===== src/b64c_pkg.sv =====
// Shared types, constants and character mapping functions for the Base64 codec.
// Used by every module of the codec; depends on nothing else.
package b64c_pkg;

  localparam int QueueDepthDefault = 4;

  localparam logic [7:0] PadChar = 8'h3D;

  typedef struct packed {
    logic [7:0] in_byte;
    logic       in_last;
  } in_item_t;

  typedef struct packed {
    logic [7:0] out_byte;
    logic       out_last;
    logic       bad_input;
  } out_item_t;

  typedef enum logic [1:0] {
    JOB_ENC,
    JOB_DEC,
    JOB_ERR
  } job_kind_t;

  // One group of work for the back end. For an encode job, count is the
  // number of data bytes in the group; for a decode job, the number of
  // bytes to emit.
  typedef struct packed {
    job_kind_t   kind;
    logic [1:0]  count;
    logic [23:0] bits;
    logic        last;
  } job_t;

  typedef struct packed {
    logic       ok;
    logic [5:0] sx;
  } dec_t;

  function automatic logic [7:0] enc_char(logic [5:0] v);
    logic [7:0] w;
    w = {2'b00, v};
    if (v < 6'd26) begin
      return 8'h41 + w;
    end else if (v < 6'd52) begin
      return 8'h61 + w - 8'd26;
    end else if (v < 6'd62) begin
      return 8'h30 + w - 8'd52;
    end else if (v == 6'd62) begin
      return 8'h2B;
    end else begin
      return 8'h2F;
    end
  endfunction

  function automatic dec_t dec_char(logic [7:0] c);
    dec_t r;
    r.ok = 1'b1;
    r.sx = 6'd0;
    if (c >= 8'h41 && c <= 8'h5A) begin
      r.sx = 6'(c - 8'h41);
    end else if (c >= 8'h61 && c <= 8'h7A) begin
      r.sx = 6'(c - 8'h61 + 8'd26);
    end else if (c >= 8'h30 && c <= 8'h39) begin
      r.sx = 6'(c - 8'h30 + 8'd52);
    end else if (c == 8'h2B) begin
      r.sx = 6'd62;
    end else if (c == 8'h2F) begin
      r.sx = 6'd63;
    end else begin
      r.ok = 1'b0;
    end
    return r;
  endfunction

endpackage


===== src/b64c_front.sv =====
// Front end of the Base64 codec: takes input transfers, gathers groups and
// classifies them into jobs for the back end. Depends on b64c_pkg.
module b64c_front (
  input  logic              clk,
  input  logic              rst,
  input  logic              cfg_we,
  input  logic              cfg_data,
  input  logic              in_valid,
  input  b64c_pkg::in_item_t in_item,
  input  logic              q_full,
  output logic              push,
  output b64c_pkg::job_t    job,
  output logic              decode_mode
);

  logic [23:0] group_bits, group_bits_next;
  logic [1:0]  group_count, group_count_next;
  logic [1:0]  pad_seen, pad_seen_next;
  logic        accept;

  logic [1:0]     n_enc;
  logic [23:0]    enc_bits;
  logic           is_pad;
  b64c_pkg::dec_t dc;
  logic           dec_err;
  logic [5:0]     sx;
  logic [1:0]     pad_inc;
  logic [23:0]    dec_bits;

  assign accept = in_valid && !q_full;

  always_comb begin
    n_enc = (group_count == 2'd3) ? 2'd3 : group_count + 2'd1;
    case (n_enc)
      2'd1:    enc_bits = {in_item.in_byte, 16'h0000};
      2'd2:    enc_bits = group_bits | {8'h00, in_item.in_byte, 8'h00};
      default: enc_bits = group_bits | {16'h0000, in_item.in_byte};
    endcase

    is_pad  = (in_item.in_byte == b64c_pkg::PadChar);
    dc      = b64c_pkg::dec_char(in_item.in_byte);
    dec_err = is_pad ? (group_count < 2'd2) : (!dc.ok || pad_seen != 2'd0);
    pad_inc = is_pad ? pad_seen + 2'd1 : pad_seen;
    sx      = is_pad ? 6'd0 : dc.sx;
    case (group_count)
      2'd0:    dec_bits = group_bits | {sx, 18'h0};
      2'd1:    dec_bits = group_bits | {6'h0, sx, 12'h0};
      2'd2:    dec_bits = group_bits | {12'h0, sx, 6'h0};
      default: dec_bits = group_bits | {18'h0, sx};
    endcase

    push             = 1'b0;
    job.kind         = b64c_pkg::JOB_ERR;
    job.count        = 2'd0;
    job.bits         = 24'h0;
    job.last         = in_item.in_last;
    group_bits_next  = 24'h0;
    group_count_next = 2'd0;
    pad_seen_next    = 2'd0;

    if (!decode_mode) begin
      if (n_enc < 2'd3 && !in_item.in_last) begin
        group_bits_next  = enc_bits;
        group_count_next = n_enc;
      end else begin
        push      = accept;
        job.kind  = b64c_pkg::JOB_ENC;
        job.count = n_enc;
        job.bits  = enc_bits;
      end
    end else if (dec_err) begin
      push = accept;
    end else if (group_count < 2'd3) begin
      if (in_item.in_last) begin
        // The message ends part way through a group.
        push = accept;
      end else begin
        group_bits_next  = dec_bits;
        group_count_next = group_count + 2'd1;
        pad_seen_next    = pad_inc;
      end
    end else begin
      push      = accept;
      job.kind  = b64c_pkg::JOB_DEC;
      job.count = 2'd3 - pad_inc;
      job.bits  = dec_bits;
    end
  end

  always_ff @(posedge clk) begin
    if (rst) begin
      decode_mode <= 1'b0;
      group_bits  <= 24'h0;
      group_count <= 2'd0;
      pad_seen    <= 2'd0;
    end else if (cfg_we) begin
      decode_mode <= cfg_data;
      group_bits  <= 24'h0;
      group_count <= 2'd0;
      pad_seen    <= 2'd0;
    end else if (accept) begin
      group_bits  <= group_bits_next;
      group_count <= group_count_next;
      pad_seen    <= pad_seen_next;
    end
  end

endmodule


===== src/b64c_queue.sv =====
// Short job queue between the front and back ends of the Base64 codec.
// Depends on b64c_pkg for the job type.
module b64c_queue #(
  parameter int Depth = b64c_pkg::QueueDepthDefault
) (
  input  logic           clk,
  input  logic           rst,
  input  logic           push,
  input  b64c_pkg::job_t push_job,
  input  logic           pop,
  output logic           full,
  output logic           not_empty,
  output b64c_pkg::job_t head
);

  localparam int AddrW  = $clog2(Depth);
  localparam int CountW = $clog2(Depth + 1);

  b64c_pkg::job_t      slots [Depth];
  logic [AddrW-1:0]    wr_ptr, rd_ptr;
  logic [CountW-1:0]   count;

  assign full      = (count == CountW'(Depth));
  assign not_empty = (count != '0);
  assign head      = slots[rd_ptr];

  always_ff @(posedge clk) begin
    if (push) begin
      slots[wr_ptr] <= push_job;
    end
  end

  always_ff @(posedge clk) begin
    if (rst) begin
      wr_ptr <= '0;
      rd_ptr <= '0;
      count  <= '0;
    end else begin
      if (push) begin
        wr_ptr <= (wr_ptr == AddrW'(Depth - 1)) ? '0 : wr_ptr + 1'b1;
      end
      if (pop) begin
        rd_ptr <= (rd_ptr == AddrW'(Depth - 1)) ? '0 : rd_ptr + 1'b1;
      end
      if (push && !pop) begin
        count <= count + 1'b1;
      end else if (pop && !push) begin
        count <= count - 1'b1;
      end
    end
  end

endmodule


===== src/b64c_back.sv =====
// Back end of the Base64 codec: expands each queued job into results, one
// per unstalled cycle, through an output register. Depends on b64c_pkg.
module b64c_back (
  input  logic               clk,
  input  logic               rst,
  input  logic               q_valid,
  input  b64c_pkg::job_t     head,
  output logic               pop,
  output logic               out_valid,
  input  logic               out_stall,
  output b64c_pkg::out_item_t out_item
);

  logic [1:0]          idx;
  logic [1:0]          last_idx;
  logic                load;
  b64c_pkg::out_item_t res;
  logic [5:0]          sext;

  assign load = !out_valid || !out_stall;
  assign pop  = load && q_valid && (idx == last_idx);

  always_comb begin
    case (idx)
      2'd0:    sext = head.bits[23:18];
      2'd1:    sext = head.bits[17:12];
      2'd2:    sext = head.bits[11:6];
      default: sext = head.bits[5:0];
    endcase
    res.bad_input = 1'b0;
    res.out_byte  = 8'h00;
    unique case (head.kind)
      b64c_pkg::JOB_ENC: begin
        last_idx = 2'd3;
        if (idx > head.count) begin
          res.out_byte = b64c_pkg::PadChar;
        end else begin
          res.out_byte = b64c_pkg::enc_char(sext);
        end
      end
      b64c_pkg::JOB_DEC: begin
        last_idx = head.count - 2'd1;
        case (idx)
          2'd0:    res.out_byte = head.bits[23:16];
          2'd1:    res.out_byte = head.bits[15:8];
          default: res.out_byte = head.bits[7:0];
        endcase
      end
      default: begin
        last_idx      = 2'd0;
        res.bad_input = 1'b1;
      end
    endcase
    res.out_last = head.last && (idx == last_idx);
  end

  always_ff @(posedge clk) begin
    if (rst) begin
      out_valid <= 1'b0;
      idx       <= 2'd0;
    end else if (load) begin
      out_valid <= q_valid;
      if (q_valid) begin
        idx <= (idx == last_idx) ? 2'd0 : idx + 2'd1;
      end
    end
  end

  always_ff @(posedge clk) begin
    if (load) begin
      out_item <= res;
    end
  end

endmodule


===== src/base64_codec.sv =====
// Top level of the streaming Base64 codec (standard alphabet, '=' padding).
// Depends on b64c_pkg, b64c_front, b64c_queue and b64c_back.
//
//   Channel   Direction  Handshake           Payload
//   in        into       in_valid/in_stall   in_item  (in_byte, in_last)
//   out       out of     out_valid/out_stall out_item (out_byte, out_last, bad_input)
//   cfg       into       cfg_we              cfg_data (decode_mode)
//
// The front end takes one input transfer per cycle while the job queue has
// room, and the back end drives one result per cycle from its output
// register while out_stall is low. A group's first result passes the job
// queue and the output register after the group's last transfer. Sustained
// encode throughput, set by the single result port, is four characters per
// three input bytes; decode runs at one character per cycle with no output
// stall. Reset is synchronous and clears the mode, the group state, the
// queue and the output valid. in_stall is high exactly while the queue is
// full, so an output stall backs up through the queue to the input.
module base64_codec #(
  parameter int QueueDepth = b64c_pkg::QueueDepthDefault
) (
  input  logic                clk,
  input  logic                rst,
  input  logic                cfg_we,
  input  logic                cfg_data,
  input  logic                in_valid,
  output logic                in_stall,
  input  b64c_pkg::in_item_t  in_item,
  output logic                out_valid,
  input  logic                out_stall,
  output b64c_pkg::out_item_t out_item
);

  logic           push;
  logic           pop;
  logic           q_full;
  logic           q_valid;
  logic           decode_mode;
  b64c_pkg::job_t push_job;
  b64c_pkg::job_t head;

  assign in_stall = q_full;

  // The front end gathers bytes or characters into a group and hands a job
  // to the queue whenever a group closes or an error is found.
  b64c_front u_front (
    .clk         (clk),
    .rst         (rst),
    .cfg_we      (cfg_we),
    .cfg_data    (cfg_data),
    .in_valid    (in_valid),
    .in_item     (in_item),
    .q_full      (q_full),
    .push        (push),
    .job         (push_job),
    .decode_mode (decode_mode)
  );

  b64c_queue #(
    .Depth (QueueDepth)
  ) u_queue (
    .clk       (clk),
    .rst       (rst),
    .push      (push),
    .push_job  (push_job),
    .pop       (pop),
    .full      (q_full),
    .not_empty (q_valid),
    .head      (head)
  );

  // The back end turns each job into one to four result transfers.
  b64c_back u_back (
    .clk       (clk),
    .rst       (rst),
    .q_valid   (q_valid),
    .head      (head),
    .pop       (pop),
    .out_valid (out_valid),
    .out_stall (out_stall),
    .out_item  (out_item)
  );

  // An error result never carries data.
  a_err_no_data: assert property (@(posedge clk) disable iff (rst)
    out_valid && out_item.bad_input |-> out_item.out_byte == 8'h00)
    else $error("error result carries a data byte");

  // Encoding never reports bad input.
  a_enc_no_err: assert property (@(posedge clk) disable iff (rst)
    out_valid && !decode_mode |-> !out_item.bad_input)
    else $error("error result while encoding");

  // A job is never pushed into a full queue.
  a_no_overflow: assert property (@(posedge clk) disable iff (rst)
    push |-> !q_full)
    else $error("job pushed into full queue");

  // A job is only taken from the queue while one is held.
  a_no_underflow: assert property (@(posedge clk) disable iff (rst)
    pop |-> q_valid)
    else $error("job taken from empty queue");

endmodule

===== config.mk =====
export PLATFORM = sky130hd
export DESIGN_NAME = base64_codec
export DESIGN_NICKNAME = d
export VERILOG_FILES = /design/src/b64c_pkg.sv /design/src/b64c_front.sv /design/src/b64c_queue.sv /design/src/b64c_back.sv /design/src/base64_codec.sv
export SDC_FILE = /design/constraint.sdc
export NUM_CORES = 1
export LEC_CHECK = 0
export BUFFER_PORTS_ARGS = -buffer_cell sky130_fd_sc_hd__buf_4
export CORE_ASPECT_RATIO = 0.5
export CORE_MARGIN = 10
export CORE_UTILIZATION = 40
export CTS_CLUSTER_DIAMETER = 80
export DETAILED_ROUTE_END_ITERATION = 10
export PLACE_DENSITY = 0.6
export REMOVE_ABC_BUFFERS = 1
export SYNTH_ARGS = -nofsm -noshare
export SYNTH_HDL_FRONTEND = slang
export SYNTH_SLANG_ARGS = --single-unit

===== constraint.sdc =====
create_clock -name clk -period 5.6 [get_ports clk]
set_input_delay 1.12 -clock clk [delete_from_list [all_inputs] [get_ports clk]]
set_output_delay 1.12 -clock clk [all_outputs]
set_load 0.1 [all_outputs]

Word-level counts from Yosys, hierarchy flattened:

Memory sizes are Yosys's and may differ from the RTL's. A register that Yosys moved wholly into a read port is not among the register bits.
Cells that the tools add are included.

* bits in read-only memories: 0
* output and inout port bits: 12
* logic and storage cells: 153
* bits in registers: 49
* latch bits: 0
* memory bits (writable): 116
* memories kept: 1

* bitwise gates (word level): 6
* magnitude comparators: 13
* muxes and demuxes: 58
* equal/unequal tests: 16
* shift operators: 0
* div/mod/pow operators: 0
* multiply operators: 0
* add/subtract/negate cells: 19
* reduce and logical (&&, ||, !) cells: 28

Memories
* u_queue.slots: words 4, width 29, rd ports 1, clocked after Yosys merged registers in 1, wr ports 1, RTL line b64c_queue.sv:19 `b64c_pkg::job_t slots [Depth];`

Operators with widths (count)
* 24-bit 2-to-1 mux: 5
* 28-bit 2-to-1 mux: 4
* 24-bit one-hot mux with 3 select lines: 1
* 24-bit one-hot mux with 2 select lines: 1
* 6-bit 2-to-1 mux: 6
* 2-bit 2-to-1 mux: 16
* 8-bit 2-to-1 mux: 4
* 8-bit one-hot mux with 2 select lines: 2
* 8-bit by 6-bit == test with 1-bit output (second input constant): 3
* 24-bit by 12-bit OR with 24-bit output: 1
* 24-bit by 16-bit OR with 24-bit output: 1
* 24-bit by 18-bit OR with 24-bit output: 1
* 24-bit OR: 1
* 24-bit by 6-bit OR with 24-bit output: 1
* 24-bit by 8-bit OR with 24-bit output: 1
* 6-bit one-hot mux with 3 select lines: 1
* 7-bit by 6-bit adder with 8-bit output (first input constant): 2
* 8-bit by 7-bit greater-or-equal comparator with 1-bit output (second input constant): 2
* 8-bit by 7-bit less-or-equal comparator with 1-bit output (second input constant): 2
* 1-bit 2-to-1 mux: 14
* 2-bit == test (second input constant): 6
* 6-bit < comparator (second input constant): 2
* 6-bit subtractor (second input constant): 2
* 2-bit by 1-bit adder with 2-bit output (second input constant): 5
* 29 further kinds: 56

Logic depth before layout (Yosys ltp):

* depth in word-level cells: 15
* depth in mapped cells: 16
* depth with buffers taken out: 14

Cells and area by module:

Synthesis repeated with hierarchy kept, for this count alone.

* cells, all modules: 768
* area, all modules: 8953.6 um^2

By module, submodules not included
* b64c_queue: cells an instance 195, seq. area each 3663.5 um^2, times used 1, area each 4634.4 um^2
* b64c_front: cells an instance 409, seq. area each 580.6 um^2, times used 1, area each 2961.6 um^2
* b64c_back: cells an instance 164, seq. area each 360.3 um^2, times used 1, area each 1357.6 um^2

Worst setup path before layout:

OpenSTA, ideal clock, no wires.

* path type: in2reg
* start point: in in_item[1] (netlist name)
* end point: reg u_queue.count[2]
* arrival: 4.353 ns
* slack: 1.177 ns
* cell stages on the path: 16
* setup time: 0.071 ns
* cell sequence: buf_4 inv_1 ha_1 nor2b_1 o21ai_0 a2bb2oi_1 a311oi_4 a31oi_4 and3_1 buf_2 ha_1 inv_1 fa_1 xor2_1 or3_1 a21oi_1

* cells in the longest elaborated chain, start to end: 14
* elaborated cells on any way between the ends: 27
* classes of those cells: order compare: 6; eq/ne: 3; mux: 9; reduce/logical: 9

Ends and longest elaborated chain
* from (decl): RTL line base64_codec.sv:27 `input b64c_pkg::in_item_t in_item,`
* parallel branches: the longest is 8 deep, another holds 8-bit by 6-bit greater-or-equal comparator with 1-bit output
* 1-bit 2-to-1 mux *: RTL line b64c_front.sv:42 `dec_err = is_pad ? (group_count < 2'd2) : (!dc.ok || pad_seen != 2'd0);`
* 1-bit 2-to-1 mux *: RTL line b64c_front.sv:71 `end else if (dec_err) begin`
* 1-bit 2-to-1 mux *: RTL line b64c_front.sv:61 `if (!decode_mode) begin`
* net push: RTL line base64_codec.sv:33 `logic push;`
* 1-bit logical NOT: RTL line b64c_queue.sv:47 `end else if (pop && !push) begin`
* 1-bit logical AND: RTL line b64c_queue.sv:47
* 2-bit nonzero test (no line)
* to (signal assigned): RTL line b64c_queue.sv:46 `count <= count + 1'b1;`
* to (signal assigned): RTL line b64c_queue.sv:48 `count <= count - 1'b1;`
* to (decl): RTL line b64c_queue.sv:21 `logic [CountW-1:0] count;`

Mark *: on every way through the listed nets, which the timed path passes.
A chain may end at the register's enable or synchronous reset.

Worst setup path in the final report:

* start point: in in_item[3] (netlist name)
* end point: reg u_queue.count[2]

* cells in the longest elaborated chain, start to end: 14
* elaborated cells on any way between the ends: 27
* classes of those cells: order compare: 6; eq/ne: 3; mux: 9; reduce/logical: 9

Ends and longest elaborated chain (RTL line)
* parallel branches: the longest is 8 deep, another holds 8-bit by 6-bit greater-or-equal comparator with 1-bit output
* 1-bit 2-to-1 mux *: b64c_front.sv:42
* 1-bit 2-to-1 mux *: b64c_front.sv:71
* 1-bit 2-to-1 mux *: b64c_front.sv:61
* 1-bit logical NOT: b64c_queue.sv:47
* 1-bit logical AND: b64c_queue.sv:47
* 2-bit nonzero test (no line)

Mark *: on every way between the ends.

==> results.yml <==
synth:
  synth.area.top_cells: "edfxtp_1, dfxtp_1, ha_1"
  syn-instance-count: 769
  ys_seq_elements: 167
  yosysMostFrequentCell: "edfxtp_1"
  ys.flop_type: "edfxtp_1"
  yosysSeqAreaShare_pct: 51.95
  syn_area_um2: 8864
  synth_warnings: 0
  synth-edff-count: 126
  synth_top_area_share_pct: 42.69
  ys_async_sr_fraction_pct: 0
  synth_commonest_cells: "edfxtp_1, nand2_1, nor2_1"
  yosysTopAreaCell: "edfxtp_1"
  syn_area_per_cell_um2: 11.53
  ys_types: 80
cells_and_area:
  n_antenna_cell: 0
  fin_nets: 837
  layout-drive-gt1-share_pct: 14.79
  syn_to_final_growth_pct: 11.66
power:
  power_frac_comb_pct: 36.5
  power.internal_mw: 2.662
  p_sw_share_pct: 38.36
  finalPower_mw: 4.318
  p_leak_nw: 3.430
  clockPowerShare_pct: 27.7
  irDropWorstVdd_mv: 0.2420
  seqPwrFrac_pct: 35.8
  p_switching_mw: 1.657
  power.density_nw_per_um2: 436.3
critical_path:
  cpPeakStageDelay_ps: 430
  startpoint_type: "input pin"
  end_kind: "register"
  crit_arrival_ps: 4780
  worstSetupPathType: "in2reg"
  cp_data_required_time_ps: 5950
  crit_fanout: 16
  slowest_stage: "fa_1"
  cp_cell_sequence: "buf_4 > inv_1 > ha_1 > a21oi_1 > a211oi_1 > or3_4 > a311oi_4 > a31oi_4 > and3_1 > ha_1 > inv_1 > fa_1 > xor2_1 > or3_1 > a21oi_1"
timing:
  rsz0062_at_grt: "no"
  setup_violations: 0
  max_freq_mhz: 225.9
  min_period_over_period_pct: 79.05
  tns_ps: 0
  hold_viol: 0
  final_max_slew_viol_count: 0
  tightest_slew_ps: 1001
  fin_crit_ps: 4427
  layout_setup_ws_ps: 1173
  relSlewSlack_pct: 32.74
  fin_skew_ps: 16.75
routing:
  vias: 6304
  drtIter0Drc: 592
  ant_nets: 0
  drc: 0
  vias_per_cell: 5.741
  finalWirelength_um: 22240
  drtPass1Iterations: 5
  wire_per_inst_um: 20.26
clocking:
  cts_tree: "done"
  cts_setup_buffers: 0
  postCtsHoldBufs: 0
  cts-buffers-inserted: 17
  clk_path_buf_depth: 2
  path_clk_slew_ps: 60
  worstSkewPairLatency_ps: 430
  htreeDepth: 4
  post_cts_resized: 0
  ctsRootBufferMaster: "clkbuf_16"
  cts.sinks: 167
die:
  ios: 27
  start_util_pct: 40.79
  dieArea_um2: 28870
  fp-row-count: 38
  core_region_area_um2: 21730
  die_h_um: 125.3
  die_x_um: 230.5
placed_design:
  port_buffers: 26
  gp_congestion: 0.8622
  pre_cts_ws_ps: 771.1
  place_hpwl_um: 15200
global_route:
  antenna_found_initial: 0
  grt_pass1_wl_um: 34770
  grt_max_degree: 30
  first_global_vias: 5940
  overflow: 0
  grt_use_total_pct: 15.23
status:
  status: "complete, no violations"
run:
  drv_cap: 0
hold_path:
  hold_path_class: "reg2reg"
## power groups by stage
stage / logic, mW / registers (mW) / clock network, mW
5_1_grt: 1.70 / 1.56 / 1.27
4_1_cts: 1.57 / 1.55 / 1.21
2_1_floorplan: 0.884 / 1.84 / 0
3_5_place_dp: 1.56 / 1.57 / 0
6_report: 1.58 / 1.55 / 1.20
3_3_place_gp: 1.54 / 1.57 / 0
## cells in the final DEF (no fill, tap or decap), types with 4 or more instances in the layout
master,n
a211oi_1,9
a21o_1,5
a21oi_1,43
a22o_1,10
a22oi_1,23
a311oi_1,5
a31o_2,4
a31oi_1,8
a32oi_1,5
and2_1,15
and3_1,8
buf_4,40
clkbuf_16,17
dfxtp_1,40
edfxtp_1,126
ha_1,36
inv_1,31
inv_6,4
mux2_2,6
mux2i_1,34
mux4_2,15
nand2_1,63
nand2b_1,17
nand3_1,12
nor2_1,44
nor2b_1,9
nor3_1,10
o211ai_1,4
o21ai_0,37
o21ai_1,14
o221ai_1,5
o22ai_1,17
xnor2_1,4
xor2_1,5
## registers in the layout, indices dropped and copies added, names as in the netlist, named ones only
name,flops
u_queue.slots,116
u_front.group_bits,24
u_back.out_item,10
u_queue.count,3
u_back.idx,2
u_front.group_count,2
u_front.pad_seen,2
u_queue.rd_ptr,2
u_queue.wr_ptr,2
u_back.out_valid,1
u_front.decode_mode,1
## stage by stage
| step | area [um^2] | hold slack [ps] | util, % | std cells |
|---|---|---|---|---|
| 2_1_floorplan | 8630 | 416.4 | - | 726 |
| 3_3_place_gp | 9306 | 433.3 | 42.83 | 1066 |
| 3_5_place_dp | 9306 | 439.3 | 42.83 | 1066 |
| 4_1_cts | 9897 | 447.4 | 45.55 | 1098 |
| 5_1_grt | 9897 | 479.3 | 45.55 | 1098 |
| 6_report | 9897 | 445.8 | 45.55 | 1098 |
## layout make-up
class | instances | area [um^2]
fill | 1962 | 11830
sequential | 167 | 4606
multi-input combinational | 526 | 3901
clock buffer | 19 | 432.9
tap | 300 | 375.4
timing repair buffer | 40 | 300.3
clock inverter | 13 | 157.7
inverter | 33 | 123.9
## per-layer routing
metal  part of all wire, %  GRT usage [%]
met5                     0              0
met1                    49          21.87
met3                   5.8          3.386
met2                    44          22.67
met4                   1.1          4.000
## worst max-delay path: cells and delay by family
| kind | cells | cell delay, ps |
|---|---|---|
| compound gates | 5 | 1190 |
| simple gates | 3 | 930 |
| fa+ha+maj | 3 | 920 |
| buf+inv | 3 | 430 |
| xor+xnor | 1 | 180 |
## worst paths after layout
kind	start	to	slack (ps)	cells after the start
max	in_item[3]	u_queue.count[2]$_SDFFE_PP0P_	1170	15
min	u_front.group_bits[7]$_SDFFE_PP0P_	u_front.group_bits[7]$_SDFFE_PP0P_	450	2
max reg2reg	register	u_back.out_item[4]$_DFFE_PP_	1580	11
min reg2reg	u_front.group_bits[7]$_SDFFE_PP0P_	u_front.group_bits[7]$_SDFFE_PP0P_	450	2
## cells by family (layout without fill, tap and decap cells)
kind of cell / after synthesis / count (layout) / share of synthesized area (%)
multiplexers: 56 / 56 / 8.540
AO/OA/AOI/OAI: 219 / 219 / 17.62
XOR/XNOR: 9 / 9 / 0.8893
AND/OR/NAND/NOR: 205 / 205 / 11.66
flip-flops: 167 / 167 / 51.95
adder cells (fa/ha/maj): 37 / 37 / 5.308
buffers and inverters: 76 / 105 / 4.037
Note: power is estimated with default switching activity, not from simulation.
